===== config.mk =====
export PLATFORM = sky130hd
export DESIGN_NAME = cartridge_bank_mapper
export DESIGN_NICKNAME = d
export VERILOG_FILES = /design/src/cbm_pkg.sv /design/src/cartridge_bank_mapper.sv /design/src/cbm_translate.sv
export SDC_FILE = /design/constraint.sdc
export NUM_CORES = 1
export LEC_CHECK = 0
export BUFFER_PORTS_ARGS = -buffer_cell sky130_fd_sc_hd__buf_2
export CORE_ASPECT_RATIO = 1.4
export CORE_MARGIN = 1.5
export CORE_UTILIZATION = 40
export CTS_BUF_LIST = sky130_fd_sc_hd__clkbuf_8
export DETAILED_ROUTE_END_ITERATION = 10
export HOLD_SLACK_MARGIN = 0.15
export PLACE_DENSITY = 0.66
export SKIP_CTS_REPAIR_TIMING = 1
export SLEW_MARGIN = 10
export SYNTH_ARGS = -nofsm -noshare
export SYNTH_HDL_FRONTEND = slang
export SYNTH_HIERARCHICAL = 1
export SYNTH_SLANG_ARGS = --single-unit

===== constraint.sdc =====
create_clock -name clk -period 3.8 [get_ports clk]
set_clock_uncertainty 0.2 [all_clocks]
set_input_delay 0.19 -clock clk [delete_from_list [all_inputs] [get_ports clk]]
set_output_delay 0.19 -clock clk [all_outputs]
set_load 0.05 [all_outputs]

===== src/cbm_pkg.sv =====
// Shared types and codes for the cartridge bank mapper.
`default_nettype none

package cbm_pkg;

    localparam int AddrW    = 16;
    localparam int DataW    = 8;
    localparam int PhysW    = 21;
    localparam int RomBankW = 7;
    localparam int RamBankW = 2;

    // Request kinds
    localparam logic [1:0] REQ_CTRL_WR = 2'd0;
    localparam logic [1:0] REQ_ROM_RD  = 2'd1;
    localparam logic [1:0] REQ_RAM_RD  = 2'd2;
    localparam logic [1:0] REQ_RAM_WR  = 2'd3;

    // Mapper kinds
    localparam logic [1:0] KIND_NONE    = 2'd0;
    localparam logic [1:0] KIND_BANKED  = 2'd1;
    localparam logic [1:0] KIND_UNSUP   = 2'd2;
    localparam logic [1:0] KIND_UNSUP_X = 2'd3;

    // Targets
    localparam logic [1:0] TGT_NONE = 2'd0;
    localparam logic [1:0] TGT_ROM  = 2'd1;
    localparam logic [1:0] TGT_RAM  = 2'd2;

    // Faults
    localparam logic [1:0] FLT_OK       = 2'd0;
    localparam logic [1:0] FLT_RAM_OFF  = 2'd1;
    localparam logic [1:0] FLT_UNSUP    = 2'd2;
    localparam logic [1:0] FLT_RANGE    = 2'd3;

    // Control write regions, from address bits 14:13
    localparam logic [1:0] RGN_RAM_EN   = 2'd0;
    localparam logic [1:0] RGN_ROM_LOW  = 2'd1;
    localparam logic [1:0] RGN_UPPER    = 2'd2;
    localparam logic [1:0] RGN_MODE     = 2'd3;

    localparam logic [3:0] RAM_EN_KEY   = 4'hA;
    localparam logic [2:0] RAM_WINDOW   = 3'b101;   // 0xA000-0xBFFF

    localparam logic [1:0] MAPPER_KIND_RESET = KIND_BANKED;
    localparam logic [RomBankW-1:0] ROM_BANK_RESET = 7'd1;

    typedef struct packed {
        logic [1:0]       req_type;
        logic [AddrW-1:0] bus_address;
        logic [DataW-1:0] bus_data;
    } req_t;

    typedef struct packed {
        logic [1:0]       target;
        logic [PhysW-1:0] phys_address;
        logic             write_enable;
        logic [DataW-1:0] write_data;
        logic [1:0]       fault;
    } rsp_t;

    typedef struct packed {
        logic                ram_on;
        logic [RomBankW-1:0] rom_bank;
        logic [RamBankW-1:0] ram_bank;
        logic                upper_to_rom;
    } bank_state_t;

endpackage

`default_nettype wire


===== src/cartridge_bank_mapper.sv =====
// An accepted request passes through the input register and then the result register before result valid.
// Throughput: one request per cycle while rsp_stall is low; the bank registers update in the result stage.
// A result waiting under stall holds the pipe; the input register still fills once.
// Reset: rst_n clears both stages, RAM enable, RAM bank and mode; ROM bank is 1, kind 1.
// Configuration is taken on any cycle cfg_write is high.
`default_nettype none

module cartridge_bank_mapper (
    input  wire logic           clk,
    input  wire logic           rst_n,
    input  wire logic           cfg_write,
    input  wire logic [1:0]     cfg_data,
    input  wire logic           req_valid,
    output logic                req_stall,
    input  wire cbm_pkg::req_t  req_item,
    output logic                rsp_valid,
    input  wire logic           rsp_stall,
    output cbm_pkg::rsp_t       rsp_item
);
    import cbm_pkg::*;

    logic        in_valid_reg;
    req_t        in_item_reg;
    logic        rsp_valid_reg;
    rsp_t        rsp_item_reg;
    logic [1:0]  mapper_kind_reg;
    bank_state_t bank_reg;

    rsp_t        rsp_next;
    bank_state_t bank_next;
    logic        advance;
    logic        take;

    // advance the result stage when it is empty or being drained
    assign advance   = !rsp_valid_reg || !rsp_stall;
    assign req_stall = in_valid_reg && !advance;
    assign take      = req_valid && !req_stall;

    cbm_translate u_translate (
        .req         (in_item_reg),
        .mapper_kind (mapper_kind_reg),
        .state       (bank_reg),
        .rsp         (rsp_next),
        .state_next  (bank_next)
    );

    always_ff @(posedge clk or negedge rst_n)
    begin
        if (!rst_n)
            mapper_kind_reg <= MAPPER_KIND_RESET;
        else if (cfg_write)
            mapper_kind_reg <= cfg_data;
    end

    always_ff @(posedge clk or negedge rst_n)
    begin
        if (!rst_n)
        begin
            in_valid_reg  <= 1'b0;
            rsp_valid_reg <= 1'b0;
            bank_reg      <= '{ram_on: 1'b0, rom_bank: ROM_BANK_RESET,
                               ram_bank: '0, upper_to_rom: 1'b0};
        end
        else
        begin
            if (take)
                in_valid_reg <= 1'b1;
            else if (advance)
                in_valid_reg <= 1'b0;
            if (advance)
            begin
                rsp_valid_reg <= in_valid_reg;
                if (in_valid_reg)
                    bank_reg <= bank_next;
            end
        end
    end

    always_ff @(posedge clk)
    begin
        if (take)
            in_item_reg <= req_item;
        if (advance && in_valid_reg)
            rsp_item_reg <= rsp_next;
    end

    assign rsp_valid = rsp_valid_reg;
    assign rsp_item  = rsp_item_reg;

`ifndef NO_ASSERTIONS
    // a faulted request must not reach memory
    assert property (@(posedge clk) disable iff (!rst_n)
        rsp_valid && rsp_item.fault != FLT_OK |->
            rsp_item.target == TGT_NONE && !rsp_item.write_enable
            && rsp_item.phys_address == '0)
    else $error("faulted request drives a memory access");

    assert property (@(posedge clk) disable iff (!rst_n)
        rsp_valid && rsp_item.write_enable |->
            rsp_item.target == TGT_RAM && bank_reg.ram_on)
    else $error("RAM write issued while RAM disabled or not targeting RAM");

    // low ROM bank field can never hold zero
    assert property (@(posedge clk) disable iff (!rst_n)
        bank_reg.rom_bank[4:0] != 5'd0)
    else $error("ROM bank low field is zero");
`endif

endmodule

`default_nettype wire


===== src/cbm_translate.sv =====
// Decode of one request: address translation, faults and next bank state.
`default_nettype none

module cbm_translate (
    input  wire cbm_pkg::req_t       req,
    input  wire logic [1:0]          mapper_kind,
    input  wire cbm_pkg::bank_state_t state,
    output cbm_pkg::rsp_t            rsp,
    output cbm_pkg::bank_state_t     state_next
);
    import cbm_pkg::*;

    logic             ram_window;
    logic [4:0]       low_bank;
    logic [1:0]       region;

    always_comb
    begin
        ram_window = (req.bus_address[15:13] == RAM_WINDOW);
        region     = req.bus_address[14:13];
        low_bank   = (req.bus_data[4:0] == 5'd0) ? 5'd1 : req.bus_data[4:0];

        rsp        = '0;
        state_next = state;

        case (req.req_type)
            REQ_CTRL_WR:
            begin
                if (req.bus_address[15])
                    rsp.fault = FLT_RANGE;
                else if (mapper_kind inside {KIND_UNSUP, KIND_UNSUP_X})
                    rsp.fault = FLT_UNSUP;
                else if (mapper_kind == KIND_BANKED)
                begin
                    case (region)
                        RGN_RAM_EN:
                            state_next.ram_on = (req.bus_data[3:0] == RAM_EN_KEY);
                        RGN_ROM_LOW:
                            // upper bits survive only in ROM-upper mode
                            state_next.rom_bank = state.upper_to_rom
                                ? {state.rom_bank[6:5], low_bank}
                                : {2'b00, low_bank};
                        RGN_UPPER:
                        begin
                            if (state.upper_to_rom)
                                state_next.rom_bank = {req.bus_data[1:0],
                                                       state.rom_bank[4:0]};
                            else
                                state_next.ram_bank = req.bus_data[1:0];
                        end
                        RGN_MODE:
                        begin
                            state_next.upper_to_rom = req.bus_data[0];
                            if (!req.bus_data[0])
                                state_next.ram_bank = '0;
                        end
                        default: ;
                    endcase
                end
            end
            REQ_ROM_RD:
            begin
                if (req.bus_address[15])
                    rsp.fault = FLT_RANGE;
                else
                begin
                    rsp.target = TGT_ROM;
                    if (req.bus_address[14])
                        rsp.phys_address = {state.rom_bank, req.bus_address[13:0]};
                    else
                        rsp.phys_address = {{(PhysW-AddrW){1'b0}}, req.bus_address};
                end
            end
            default:
            begin
                if (!ram_window)
                    rsp.fault = FLT_RANGE;
                else if (req.req_type == REQ_RAM_WR && !state.ram_on)
                    rsp.fault = FLT_RAM_OFF;
                else
                begin
                    rsp.target       = TGT_RAM;
                    rsp.phys_address = {{(PhysW-RamBankW-13){1'b0}},
                                        state.ram_bank, req.bus_address[12:0]};
                    if (req.req_type == REQ_RAM_WR)
                    begin
                        rsp.write_enable = 1'b1;
                        rsp.write_data   = req.bus_data;
                    end
                end
            end
        endcase
    end

endmodule

`default_nettype wire

---- After elaboration in Yosys (flattened, before gate mapping) ----
Index checks and enable logic that the tools add are counted.
Widths: inputs -> output; s select.
word-level totals
  register bits ........................... 75
  input port bits ......................... 33
  output and inout bits ................... 36
  logic and storage cells ................. 80
operators by class
  equal/unequal tests ..................... 14
  mux-type cells .......................... 21
  bitwise operators ....................... 5
  reduce and logical (&&, ||, !) cells .... 24
operators by type and width
  operator            count
  $mux 32             2
  $pmux 23 s2         1
  $mux 22             1
  $mux 21             1
  $reduce_and 9->1    2
  $mux 7              2
  $pmux 7 s2          1
  $reduce_and 7->1    2
  $mux 2              6
  $eq 2x2->1 const B  5
  $mux 9              1
  $ne 2x2->1 const B  4
  $pmux 2 s2          2
  $reduce_and 8->1    1
  $reduce_bool 2->1   4
  $eq 2x1->1 const B  3
  $logic_not 1->1     5
  $logic_not 5->1     1
  $mux 5              1
  $not 1->1           5
  $reduce_or 5->1     1
  $eq 4x4->1 const B  1
  $logic_and 1x1->1   4
  $logic_not 2->1     2
  other kinds (4)     6

---- Logic depth before layout (Yosys ltp) ----
  depth after elaboration ................. 7
  gate-level depth with buffers ........... 6
  depth with buffers taken out ............ 6

---- Cells and area by module ----
Netlist, hierarchy kept.
by module, submodules not included
  module                 times used  cells an instance  area each (um^2)  seq. area each (um^2)
  cartridge_bank_mapper  1           95                 2428.6            2179.6
  cbm_translate          1           86                 615.6             0.0

---- Worst setup path after synthesis ----
Ideal clock, no wire load.
  path kind ............................... flip-flop to flip-flop
  start point ............................. register in_item_reg[24] (netlist name)
  end point ............................... register bank_reg[10] (netlist name)
  setup time .............................. 0.125 ns
  data arrival time ....................... 1.841 ns
  required time ........................... 3.475 ns
  setup slack ............................. 1.634 ns
  stages on the path, launching flop included .. 5
  path buffers ............................ 0
  period minus slack after synthesis ...... 2.166 ns
  cells stage by stage .................... edfxtp_1 or4b_4 nor3b_1 mux2_1 mux2_4
between the ends
  longest elaborated chain between the ends .. 2
ends and longest elaborated chain
  item                        RTL line                     source
  start, declared             cartridge_bank_mapper.sv:23  req_t in_item_reg;
  start signal, assigned      cartridge_bank_mapper.sv:82  in_item_reg <= req_item;
  $logic_not 2->1             cbm_translate.sv:26          case (req.req_type)
  $reduce_and 7->1 (no line)  -
  end signal, assigned        cartridge_bank_mapper.sv:61  bank_reg <= '{ram_on: 1'b0, rom_bank: ROM_BANK_RESET,
  end signal, assigned        cartridge_bank_mapper.sv:74  bank_reg <= bank_next;
  end, declared               cartridge_bank_mapper.sv:27  bank_state_t bank_reg;
Every way passes these cells.
A chain may end at the register's enable or synchronous reset.

---- Final worst setup path ----
Same ends and word-level chain as after synthesis.

==> flow_summary.json <==
{
  "status": "finished clean",
  "routed_wl_mm": 5.55,
  "cts.clk_slew.worst_paths_ps": 70,
  "gp_congestion": 0.868,
  "cts_buffers": 9,
  "ys_top_cells_by_area": "edfxtp_1, dfrtp_1, and2_1, mux2_4, dfstp_2",
  "synthesis.nets": 218,
  "reg2reg_to": "bank_reg[10]$_DFFE_PN0P_",
  "io_pins": 69,
  "globalRouteOverflowTotal": 0,
  "p_int_mw": 1.48,
  "grt_pass1_vias": 1526,
  "final_area_mm2": 0.00408,
  "rsz0062_at_grt": "false",
  "hold_viol": 0,
  "drt_first_iter_violations": 135,
  "synth_top_area_share_pct": 59.2,
  "synth_area_mm2": 0.00304,
  "pwr_density_cell_mw_per_mm2": 493,
  "place_hpwl_mm": 3.61,
  "layout-drive-gt1-share_pct": 34.9,
  "p_clk_share_pct": 33.6,
  "die_y_um": 106,
  "initial_core_util_pct": 41.4,
  "synth.distinct_cells": 33,
  "routed-wl-met2_mm": 2.91,
  "timing.max_cap.violations": 0,
  "comb_power_share_pct": 15.4,
  "drcViolationCount": 0,
  "layout_common_cells": "buf_2, edfxtp_1, dlygate4sd3_1, and2_1, dfrtp_1",
  "num_vias": 1846,
  "start_kind": "flop",
  "p_sw_mw": 0.536,
  "timing.rr.start": "in_item_reg[24]$_DFFE_PP_",
  "seq_area_frac_synth_pct": 71.6,
  "power_mw": 2.01,
  "worstPathRequired_ps": 3830,
  "area_delta_synth_final_pct": 34.1,
  "viasPerCell": 4.67,
  "fmax_mhz": 434,
  "core_mm2": 0.00736,
  "hold_path_class": "input port to asynchronous set/reset pin",
  "final_common_cell": "buf_2",
  "syn_avg_cell_area_um2": 16.8,
  "reg2reg_slack_ps": 1500,
  "setup_violations": 0,
  "worstMarginPinSlew_ps": 942,
  "wl_per_cell_um": 14.0,
  "leakage_nw": 1.70,
  "end_kind": "flop",
  "fin_crit_sh_pct": 60.6,
  "cts_tree": "built",
  "clockBufferDepth": 2,
  "arrival_ps": 2340,
  "crit_type": "flop to flop",
  "die-area_mm2": 0.00815,
  "placed_area_mm2": 0.00348,
  "worstPathMaxFanout": 10,
  "synth_seq_cells": 75,
  "yosysWarnings": 6,
  "nets": 330,
  "dr_wl_met3_um": 187,
  "ant_nets": 0,
  "firstDrtPassIters": 4,
  "wl_met1_mm": 2.26,
  "synth_cells": 181,
  "p_seq_share_pct": 51.0,
  "clk_latency_ps": 350,
  "swShare_pct": 26.6,
  "slew_violations": 0,
  "die_x_um": 76.7,
  "post-place-cells": 343,
  "grt_max_degree": 27,
  "rr_worst_depth": 4,
  "fin_crit_ps": 2300,
  "antenna_found_initial": 0,
  "gr-usage-all-layers_pct": 13.1,
  "h-tree-depth": 3,
  "final_core_util_pct": 55.4,
  "antenna_cells": 0,
  "portBuffers": 68,
  "synth_top_area_cell": "edfxtp_1",
  "relSlewSlack_pct": 37.1,
  "largest_reg_flops": 34,
  "cts_root_buffer": "clkbuf_8",
  "rows": 37,
  "clkSinkCount": 75,
  "grt_pass1_wl_mm": 7.78,
  "tns_ps": 0,
  "topRoutingLayerUsed": "met4",
  "irDropWorstVdd_mv": 0.232,
  "final_cells": 395
}
-- worst max-delay path by stage --
stage                                   start                       end  slack [ps]  depth (start not counted)
global placement    in_item_reg[24]$_DFFE_PP_  bank_reg[10]$_DFFE_PN0P_        1560                          4
floorplan           in_item_reg[24]$_DFFE_PP_  bank_reg[10]$_DFFE_PN0P_        1630                          4
CTS                 in_item_reg[24]$_DFFE_PP_  bank_reg[10]$_DFFE_PN0P_        1510                          4
detailed placement  in_item_reg[24]$_DFFE_PP_  bank_reg[10]$_DFFE_PN0P_        1530                          4
finish              in_item_reg[24]$_DFFE_PP_  bank_reg[10]$_DFFE_PN0P_        1500                          4
global route        in_item_reg[24]$_DFFE_PP_  bank_reg[10]$_DFFE_PN0P_        1410                          4
-- cells in the mapped netlist, drive strengths merged --
library cell	n
nor4b	1
edfxtp	60
ha	4
dfstp	2
nor2	3
buf	1
nor3	1
and3	3
a21o	1
nand3	3
o21ai	2
a21oi	1
o41ai	3
clkbuf	3
nand2b	3
dfrtp	13
a41oi	1
a22oi	2
nor3b	2
nand2	1
inv	5
mux2	15
nor2b	3
a32o	5
a22o	4
and2	32
a21boi	1
or4b	1
o2bb2ai	1
a41o	1
nor4bb	3
-- cell families (layout without fill, tap and decap cells) --
group | Yosys count | in the layout | share of synthesized area [%]
flip-flops | 75 | 75 | 71.6
AND/OR/NAND/NOR | 56 | 56 | 12.0
AO/OA/AOI/OAI | 22 | 22 | 6.45
multiplexers | 15 | 15 | 6.66
buffers and inverters | 9 | 126 | 1.64
adder cells (fa/ha/maj) | 4 | 4 | 1.64
-- metal layers --
metal  global-route usage, %  vias to the layer above
li1                        -                      911
met1                    14.7                      872
met2                    21.5                       50
met5                       0                        -
met4                    11.1                        0
met3                    2.58                       13
-- power by group through the flow --
stage	sequential (mW)	combinational (mW)	clock, mW
finish	1.03	0.309	0.676
CTS	1.03	0.276	0.691
global placement	1.04	0.271	0
global route	1.04	0.330	0.716
detailed placement	1.05	0.275	0
floorplan	1.12	0.130	0
-- critical path, cell delays in order (launching register included) --
cell and delay [ps]:
edfxtp_1 530, or4b_4 620, nor3b_1 240, mux2_1 340, mux2_4 260
-- final cells by class --
| class | instances | area [um2] |
|---|---|---|
| Timing Repair Buffer | 105 | 726 |
| Clock buffer | 9 | 124 |
| Clock inverter | 7 | 97.6 |
| Sequential cell | 75 | 2180 |
| Fill cell | 601 | 3280 |
| Multi-Input combinational cell | 97 | 815 |
| Inverter | 5 | 18.8 |
| Tap cell | 97 | 121 |
-- through the flow --
| step | hold slack (ps) | setup slack [ps] |
|---|---|---|
| 2_1_floorplan | -306 | 1630 |
| 3_3_place_gp | -82.2 | 1560 |
| 3_5_place_dp | -78.2 | 1530 |
| 4_1_cts | -464 | 1510 |
| 5_1_grt | 180 | 1410 |
| 6_report | 163 | 1500 |
Note: power is estimated with default switching activity, not from simulation.
